### src/rtl/combination_unrank_lex_top_defines.svh
// Assertion macros for the combination unranking block.
`ifndef COMBINATION_UNRANK_LEX_TOP_DEFINES_SVH
`define COMBINATION_UNRANK_LEX_TOP_DEFINES_SVH

`ifndef SYNTHESIS
// Property must hold at every clock edge outside reset.
`define CUL_ASSERT(lbl, prop) \
  lbl: assert property (@(posedge clk) disable iff (!rst_n) prop) \
    else $error("combination_unrank_lex: assertion failed");
// Expression must never be true outside reset.
`define CUL_NEVER(lbl, expr) \
  `CUL_ASSERT(lbl, !(expr))
`else
`define CUL_ASSERT(lbl, prop)
`define CUL_NEVER(lbl, expr)
`endif

`endif

### src/rtl/cul_pkg.sv
// Shared constants, types and helpers for the combination unranking block.
package cul_pkg;

  localparam int MAX_COUNT = 32;
  localparam int TAB_ROWS  = 2 * MAX_COUNT + 1;
  localparam int TAB_COLS  = MAX_COUNT + 1;
  localparam int TAB_DEPTH = TAB_ROWS * TAB_COLS;
  localparam int ADDR_W    = $clog2(TAB_DEPTH);
  localparam int CNT_W     = $clog2(MAX_COUNT + 1);
  localparam int ROW_W     = $clog2(TAB_ROWS);
  localparam int CFG_W     = 6;
  localparam int RANK_W    = 30;
  localparam int IDX_W     = 2;

  localparam logic [RANK_W-1:0] SAT_LIMIT = RANK_W'(1000000000);

  // Register indexes of the configuration port.
  localparam logic [IDX_W-1:0] REG_COUNT_A = IDX_W'(0);
  localparam logic [IDX_W-1:0] REG_COUNT_Z = IDX_W'(1);

  typedef enum logic [6:0] {
    ST_BUILD_RD = 7'b0000001,
    ST_BUILD_WR = 7'b0000010,
    ST_IDLE     = 7'b0000100,
    ST_TOT_RD   = 7'b0001000,
    ST_TOT_CHK  = 7'b0010000,
    ST_SYM_RD   = 7'b0100000,
    ST_SYM_DEC  = 7'b1000000
  } state_t;

  typedef enum logic [1:0] {
    RD_BUILD = 2'd0,
    RD_TOTAL = 2'd1,
    RD_SYM   = 2'd2
  } rdsel_t;

  typedef struct packed {
    rdsel_t rd_sel;
    logic   build_wr;
    logic   load;
    logic   tot_chk;
    logic   sym_dec;
  } cmd_t;

  typedef struct packed {
    logic build_end;
    logic rank_bad;
    logic last_sym;
  } stat_t;

  function automatic logic [ADDR_W-1:0] tab_addr(input logic [ROW_W-1:0] n,
                                                 input logic [CNT_W-1:0] r);
    return ADDR_W'(n) * ADDR_W'(TAB_COLS) + ADDR_W'(r);
  endfunction

  function automatic logic [CNT_W-1:0] clamp_count(input logic [CFG_W-1:0] v);
    logic [CNT_W-1:0] res;
    if (v == '0) begin
      res = CNT_W'(1);
    end else if (v > CFG_W'(MAX_COUNT)) begin
      res = CNT_W'(MAX_COUNT);
    end else begin
      res = CNT_W'(v);
    end
    return res;
  endfunction

endpackage

### src/rtl/cul_ctrl.sv
// Sequencing state machine: table build after reset, then item processing.
module cul_ctrl (
  input  logic           clk,
  input  logic           rst_n,
  input  logic           start,
  output logic           busy,
  input  cul_pkg::stat_t stat,
  output cul_pkg::cmd_t  cmd
);
  import cul_pkg::*;

  state_t state_r, state_nxt;

  always_ff @(posedge clk) begin
    if (!rst_n) begin
      state_r <= ST_BUILD_RD;
    end else begin
      state_r <= state_nxt;
    end
  end

  always_comb begin
    state_nxt  = state_r;
    cmd        = '0;
    cmd.rd_sel = RD_BUILD;
    case (state_r)
      ST_BUILD_RD: begin
        state_nxt = ST_BUILD_WR;
      end
      ST_BUILD_WR: begin
        cmd.build_wr = 1'b1;
        state_nxt    = stat.build_end ? ST_IDLE : ST_BUILD_RD;
      end
      ST_IDLE: begin
        if (start) begin
          cmd.load  = 1'b1;
          state_nxt = ST_TOT_RD;
        end
      end
      ST_TOT_RD: begin
        cmd.rd_sel = RD_TOTAL;
        state_nxt  = ST_TOT_CHK;
      end
      ST_TOT_CHK: begin
        cmd.tot_chk = 1'b1;
        state_nxt   = stat.rank_bad ? ST_IDLE : ST_SYM_RD;
      end
      ST_SYM_RD: begin
        cmd.rd_sel = RD_SYM;
        state_nxt  = ST_SYM_DEC;
      end
      ST_SYM_DEC: begin
        cmd.sym_dec = 1'b1;
        state_nxt   = stat.last_sym ? ST_IDLE : ST_SYM_RD;
      end
      default: begin
        state_nxt = ST_IDLE;
      end
    endcase
  end

  assign busy = (state_r != ST_IDLE);

endmodule

### config.mk
export PLATFORM = sky130hd
export DESIGN_NAME = cul_ctrl
export DESIGN_NICKNAME = d
export VERILOG_FILES = /design/src/rtl/combination_unrank_lex_top_defines.svh /design/src/rtl/cul_pkg.sv /design/src/rtl/cul_ctrl.sv
export SDC_FILE = /design/constraint.sdc
export NUM_CORES = 1
export LEC_CHECK = 0
export BUFFER_PORTS_ARGS = -buffer_cell sky130_fd_sc_hd__buf_2
export CAP_MARGIN = 20
export CORE_AREA = 8 8 45 47
export CTS_CLUSTER_DIAMETER = 50
export DETAILED_ROUTE_END_ITERATION = 16
export DIE_AREA = 0 0 53 55
export SLEW_MARGIN = 20
export SYNTH_ARGS = -nofsm -noshare
export SYNTH_HDL_FRONTEND = slang
export SYNTH_SLANG_ARGS = --single-unit
### constraint.sdc
create_clock -name clk -period 2.4 [get_ports clk]
set_input_delay 0 -clock clk [delete_from_list [all_inputs] [get_ports clk]]
set_output_delay 0 -clock clk [all_outputs]
set_load 0.02 [all_outputs]
==> results of run 1 <==
-- power by group through the flow --
stage | Sequential [W] | Clock [W] | Combinational, W
5_1_grt | 0.000131 | 0.000121 | 0.0000661
3_5_place_dp | 0.000132 | 0 | 0.0000570
4_1_cts | 0.000129 | 0.000113 | 0.0000600
2_1_floorplan | 0.000130 | 0 | 0.0000431
3_3_place_gp | 0.000132 | 0 | 0.0000573
6_report | 0.000130 | 0.000111 | 0.0000599
-- synth_stat cells, drive strengths merged --
cell / n
or2b: 1
a211oi: 1
nand2b: 3
a211o: 2
a31oi: 1
and2: 3
inv: 3
nor2: 3
nand2: 3
a2bb2oi: 1
and3: 2
o22ai: 2
nor3: 3
or4: 2
o21ai: 1
nor4: 1
o41ai: 1
dfxtp: 7
nor3b: 2
nor4b: 2
xor2: 1
-- worst min-delay path, stage by stage --
cell and delay (ns):
buf_2 0.09, o21ai_0 0.07, nor2_1 0.09
-- worst max path at each step --
stage          slack, ns         end  cells after the start       start
4_1_cts             0.54  state_r[0]                      3  state_r[2]
3_3_place_gp        0.93  state_r[2]                      4  state_r[2]
5_1_grt             0.49  state_r[0]                      3  state_r[2]
6_report            0.52  state_r[0]                      3  state_r[2]
2_1_floorplan       0.82  state_r[2]                      4  state_r[3]
3_5_place_dp        0.92  state_r[2]                      4  state_r[2]
-- what timing repair did --
action / 4_1_cts / 5_1_grt
buffers inserted: 0 / 0
endpoints found under the hold margin: 1 / 0
hold buffers: 2 / 0
gates resized for setup: 0 / 0
-- routing by layer --
layer  vias to the layer above  share of wire, %  global-route usage, %  wire (um)
met5                         -                 0                      0          0
met4                         0               4.9                  9.052         48
met3                         4               5.6                  2.674         55
met2                        10                44                  9.961        430
met1                       195                46                  8.967        447
li1                        206                 -                      -          -
-- cell families (layout without fill, tap and decap cells) --
kind of cell | count (synthesis) | in the layout
AO/OA/AOI/OAI | 9 | 9
flip-flops | 7 | 7
buffers and inverters | 3 | 21
AND/OR/NAND/NOR | 25 | 25
XOR/XNOR | 1 | 1
-- metrics by stage --
| stage | total power (W) | worst slack [ns] | area (sq um) | hold WS (ns) | std cells |
|---|---|---|---|---|---|
| detailed placement | 0.0001889 | 0.9203 | 490.5 | 0.2186 | 73 |
| floorplan | 0.0001732 | 0.8164 | 410.4 | 0.06593 | 45 |
| finish | 0.0003003 | 0.5195 | 536.8 | 0.02899 | 79 |
| global placement | 0.0001893 | 0.9319 | 490.5 | 0.2147 | 73 |
| CTS | 0.0003029 | 0.5392 | 536.8 | 0.03257 | 79 |
| global route | 0.0003179 | 0.4869 | 536.8 | 0.03683 | 79 |
-- cell type report --
class / instances / area, sq um / area share (%)
sequential: 7 / 140.1 / 26.11
tap: 16 / 20.02 / 3.730
multi-input combinational: 35 / 259.0 / 48.25
clock buffer: 4 / 26.28 / 4.895
inverter: 3 / 11.26 / 2.098
timing repair buffer: 14 / 80.08 / 14.92
==> results.txt, run 1 <==
register area share after synthesis -> 34.15%
Final Skew -> 0.0001111 ns
Critical Path Fanout Max -> 6
All-Layer GR Usage -> 7.705%
Crit path buffers/inverters -> 1
# diodes -> 0
Lkg Pwr -> 0.2465 nW
Synth area leader -> dfxtp_1
DRT antenna net count -> 0
layout cells sized above 1 -> 34.92%
minimum clock period -> 1.880 ns
worst-margin pin slew -> 0.4873 ns
TritonCTS Buffers -> 3
CP Capture Type -> flop
max reg flops -> 7
Hold Path End -> state_r[3]
WHS Path Cells -> 3
antenna violations before repair -> 0
flop2flop setup slack -> 0.52 ns
drt initial violations -> 9
Switching Fraction -> 28.32%
Worst R2R End -> state_r[0]
Largest stage delay, worst path -> 0.60 ns
Residual DRC -> 0
clk sink count -> 7
Routed WL -> 982 um
drt pass-1 iters -> 2
post-synthesis simple-gate area fraction -> 43.60%
YS warnings -> 0
Psw -> 0.00008505 W
Setup CP Type -> flop to flop
io pins -> 13
Logic pwr share -> 19.9%
CTS root buf -> clkbuf_4
RSZ-0062 raised after global routing -> no
Synth Area in XOR/XNOR -> 2.134%
Slowest-stage cell, CP -> or4_4
relative max-transition margin -> 67.06%
leading cell type in the layout, fill and taps excluded -> buf_2
TritonCTS clock tree -> done
Synth Area in Compound Gates -> 17.38%
delay-heaviest family, CP -> simple AND/OR/NAND/NOR gates
DR vias -> 415
data arrival time of the critical path -> 2.08 ns
vias per cell -> 5.253
Final Hold Fails -> 0
period utilization -> 78.35%
gate count after technology mapping -> 45
synthesized flop and latch total -> 7
DP Wirelength -> 747 um
GPL Wtd Cong -> 0.7353
Syn Nets -> 51
Final Max Tran Viols -> 0
mux cell area share after synthesis -> 0%
crit path cell chain -> or4_4 > o41ai_1 > dlygate4sd3_1
Final #Nets -> 70
first-pass GRT wire length -> 1.573 mm
CTS clk-pin slew, worst paths -> 0.05 ns
Reg2Reg Depth -> 3
Starting Density -> 29.66%
Max Cap Violations -> 0
worst ir drop on vdd -> 0.2219 mV
most flop-heavy register -> state_r
core area -> 1384 sq um
Die Area -> 2915 sq um
Mapped Area -> 410.4 sq um
clock latency on the worst-skew pair -> 0.26 ns
Die X -> 53 um
H-tree level count -> 1
origin of the critical flop-to-flop path -> state_r[2]
Area contributors post-synth -> dfxtp_1, or4_4, nor3_2
vias in the first global route -> 363
synth unique cells -> 22
maximum root-to-sink buffer count -> 2
required time of the worst setup path -> 2.60 ns
post-synthesis adder-cell area fraction -> 0%
Routed WL per cell -> 12.43 um
Hold Crit Class -> input port to flop
Pint -> 0.0002153 W
Rows -> 14
post-synthesis area per instance -> 9.120 sq um
top cell type's share of synthesized area -> 34.15%
biggest regs -> state_r: 7 flops
Fillers -> 145
area added between synthesis and finish -> 30.79%
final core occ -> 38.79%
combinational family with the most area after synthesis -> simple AND/OR/NAND/NOR gates
status -> finished clean
IO buf count -> 12
post-route setup TNS -> 0 ns
sequential power share -> 43.2%
Startpoint Class -> flop
Die H -> 55 um
grt total ovfl -> 0
Final setup viols -> 0
clock power share -> 36.9%
largest net degree at the start of global routing -> 9
hold wc startpoint -> start
most frequent cells in the layout -> buf_2, dfxtp_1
PD cells -> 559.5 nW/um^2
Fmax -> 531.8 MHz
Note: power is estimated with default switching activity, not from simulation.
==> run 2, diff against run 1 <==
- ABC_AREA: not set -> 1
- clock period: 2.4 -> 1.9 ns (I/O delays scaled with it)
==> results.txt, run 2 <==
PD cells -> 649.4 nW/um^2 (+16%)
maximum root-to-sink buffer count -> 2 (unchanged)
hold wc startpoint -> start
Lkg Pwr -> 0.3230 nW (+31%)
TritonCTS Buffers -> 3 (unchanged)
post-synthesis area per instance -> 6.310 sq um (-31%)
CTS clk-pin slew, worst paths -> 0.05 ns (about the same)
clock latency on the worst-skew pair -> 0.25 ns (about the same)
EDFF count, synth -> 0 (unchanged)
Reg2Reg Depth -> 6 (+3)
synth cell count leaders -> nor2_1, inv_1, nand2_1, nand3_1, dfxtp_1
gate count after technology mapping -> 70 (+56%)
Slowest-stage cell, CP -> dlygate4sd3_1
leading cell type in the layout, fill and taps excluded -> nor2_1
synth unique cells -> 16 (-27%)
DRT antenna net count -> 0 (unchanged)
top cell type's share of synthesized area -> 31.73% (-2.4 points)
Hold Path End -> state_r[3]
DR vias -> 465 (+12%)
period utilization -> 76.91% (-1.4 points)
crit path cell chain -> inv_1 > nand2_2 > nor2_1 > nand2_1 > o21ai_0 > dlygate4sd3_1
io pins -> 13 (unchanged)
Synth area leader -> dfxtp_1
Final #Nets -> 95 (+36%)
post-CTS setup buffers -> 0 (unchanged)
biggest regs -> state_r: 7 flops
Syn Nets -> 76 (+49%)
Residual DRC -> 0 (unchanged)
All-Layer GR Usage -> 8.415% (+0.71 points)
Area contributors post-synth -> dfxtp_1, nor2_1, nand3_1
Mapped Area -> 441.7 sq um (+7.6%)
most common cell in the netlist -> nor2_1
YS warnings -> 0 (unchanged)
Worst R2R End -> state_r[0]
delay-heaviest family, CP -> buffers and inverters
status -> finished clean
Rows -> 14 (unchanged)
Startpoint Class -> flop
worst setup margin -> 0.4386 ns (-0.08089 ns)
data arrival time of the critical path -> 1.66 ns (-0.42 ns)
Fmax -> 684.3 MHz (+29%)
antenna violations before repair -> 0 (unchanged)
minimum clock period -> 1.461 ns (-0.4191 ns)
Max Cap Violations -> 0 (unchanged)
max reg flops -> 7 (unchanged)
drt initial violations -> 2 (-7)
GPL Wtd Cong -> 0.7731 (+5.1%)
largest net degree at the start of global routing -> 7 (-2)
WHS Path Cells -> 3 (unchanged)
Die H -> 55 um (unchanged)
first-pass GRT wire length -> 1.745 mm (+11%)
Routed WL per cell -> 9.760 um (-21%)
H-tree level count -> 1 (unchanged)
layout cells sized above 1 -> 30.68% (-4.2 points)
drt pass-1 iters -> 3 (+1)
RSZ-0062 raised after global routing -> no
Post-Layout Cell Count -> 104 (+32%)
Inst Count DP -> 98 (+34%)
# diodes -> 0 (unchanged)
IO buf count -> 12 (unchanged)
clk sink count -> 7 (unchanged)
relative max-transition margin -> 88.67% (+22 points)
synthesized flop and latch total -> 7 (unchanged)
Final Max Tran Viols -> 0 (unchanged)
vias in the first global route -> 464 (+28%)
Final Hold Fails -> 0 (unchanged)
core area -> 1384 sq um (unchanged)
Final Skew -> 0.004568 ns (+0.004457 ns)
Routed WL -> 1.015 mm (+3.4%)
Die X -> 53 um (unchanged)
Die Area -> 2915 sq um (unchanged)
worst-margin pin slew -> 0.1693 ns (-0.3180 ns)
Largest stage delay, worst path -> 0.55 ns (-0.05 ns)
Async S/R FF share, synth -> 0% (unchanged)
required time of the worst setup path -> 2.09 ns (-0.51 ns)
Hold Crit Class -> input port to flop
most frequent cells in the layout -> nor2_1, inv_1, buf_2
worst ir drop on vdd -> 0.3384 mV (+53%)
pre-CTS setup slack -> 0.8105 ns (-0.1098 ns)
Primary FF master, synth -> dfxtp_1
CTS root buf -> clkbuf_4
vias per cell -> 4.471 (-15%)
origin of the critical flop-to-flop path -> state_r[3]
most flop-heavy register -> state_r
register area share after synthesis -> 31.73% (-2.4 points)
flop2flop setup slack -> 0.44 ns (-0.08 ns)
Setup CP Type -> flop to flop
CP Capture Type -> flop
Starting Density -> 31.92% (+2.3 points)
Critical Path Fanout Max -> 3 (-3)
Crit path buffers/inverters -> 2 (+1)
TritonCTS clock tree -> done
post-route setup TNS -> 0 ns (unchanged)
DP Wirelength -> 827.5 um (+11%)
grt total ovfl -> 0 (unchanged)
Final setup viols -> 0 (unchanged)
area added between synthesis and finish -> 28.61%
==> run 2: worst max path at each step <==
stage               cells past startpoint       start    endpoint
global placement                        8  state_r[5]  state_r[2]
global route                            6  state_r[3]  state_r[0]
detailed placement                      8  state_r[5]  state_r[2]
CTS                                     6  state_r[3]  state_r[0]
finish                                  6  state_r[3]  state_r[0]
floorplan                               4  state_r[2]  state_r[6]
==> run 2: cells by family (layout without fill, tap and decap cells) <==
group                  Yosys count  count (layout)  synth area share (%)
buffers and inverters           14              32                 11.90
DFF                              7               7                 31.73
and+or+nand+nor                 45              45                 50.43
AOI/OAI and AO/OA                4               4                 5.948
==> run 2: what timing repair did <==
action / in CTS / in global routing
hold buffers: 2 / 0
gates resized for setup: 0 / 0
hold endpoints to repair: 1 / 0
==> run 2: where the power goes <==
group / switching (W) / leakage (nW) / internal (W) / total [W]
registers: 0.00000450 / 0.0573 / 0.000154 / 0.000159
logic: 0.0000483 / 0.251 / 0.0000283 / 0.0000767
clock network: 0.0000534 / 0.0150 / 0.0000801 / 0.000133
==> run 2: layout make-up <==
cell class	count	area, sq um
Tap cell	16	20.02
Clock buffer	4	26.28
Fill cell	162	815.8
Inverter	14	52.55
Timing Repair Buffer	14	80.08
Sequential cell	7	140.1
Multi-Input combinational cell	49	249.0
==> run 2: worst min-delay path, delay by kind of cell <==
kind	cells	cell delay (ns)
simple gates	1	0.05
buf+inv	2	0.17
==> run 2: layer usage <==
layer / vias up / wire length, um / track usage [%]
li1: 255 / - / -
met1: 193 / 461 / 8.511
met5: - / 0 / 0
met2: 13 / 430 / 12.30
met3: 4 / 83 / 2.941
met4: 0 / 40 / 10.34
==> run 2: through the flow <==
step | hold slack, ns | total power, W | instance area, sq um | util, %
2_1_floorplan | 0.07623 | 0.0002153 | 441.7 | -
3_3_place_gp | 0.2186 | 0.0002342 | 521.8 | 37.70
3_5_place_dp | 0.2364 | 0.0002349 | 521.8 | 37.70
4_1_cts | 0.01767 | 0.0003772 | 568.0 | 41.05
5_1_grt | 0.03329 | 0.0004010 | 568.0 | 41.05
6_report | 0.02156 | 0.0003689 | 568.0 | 41.05
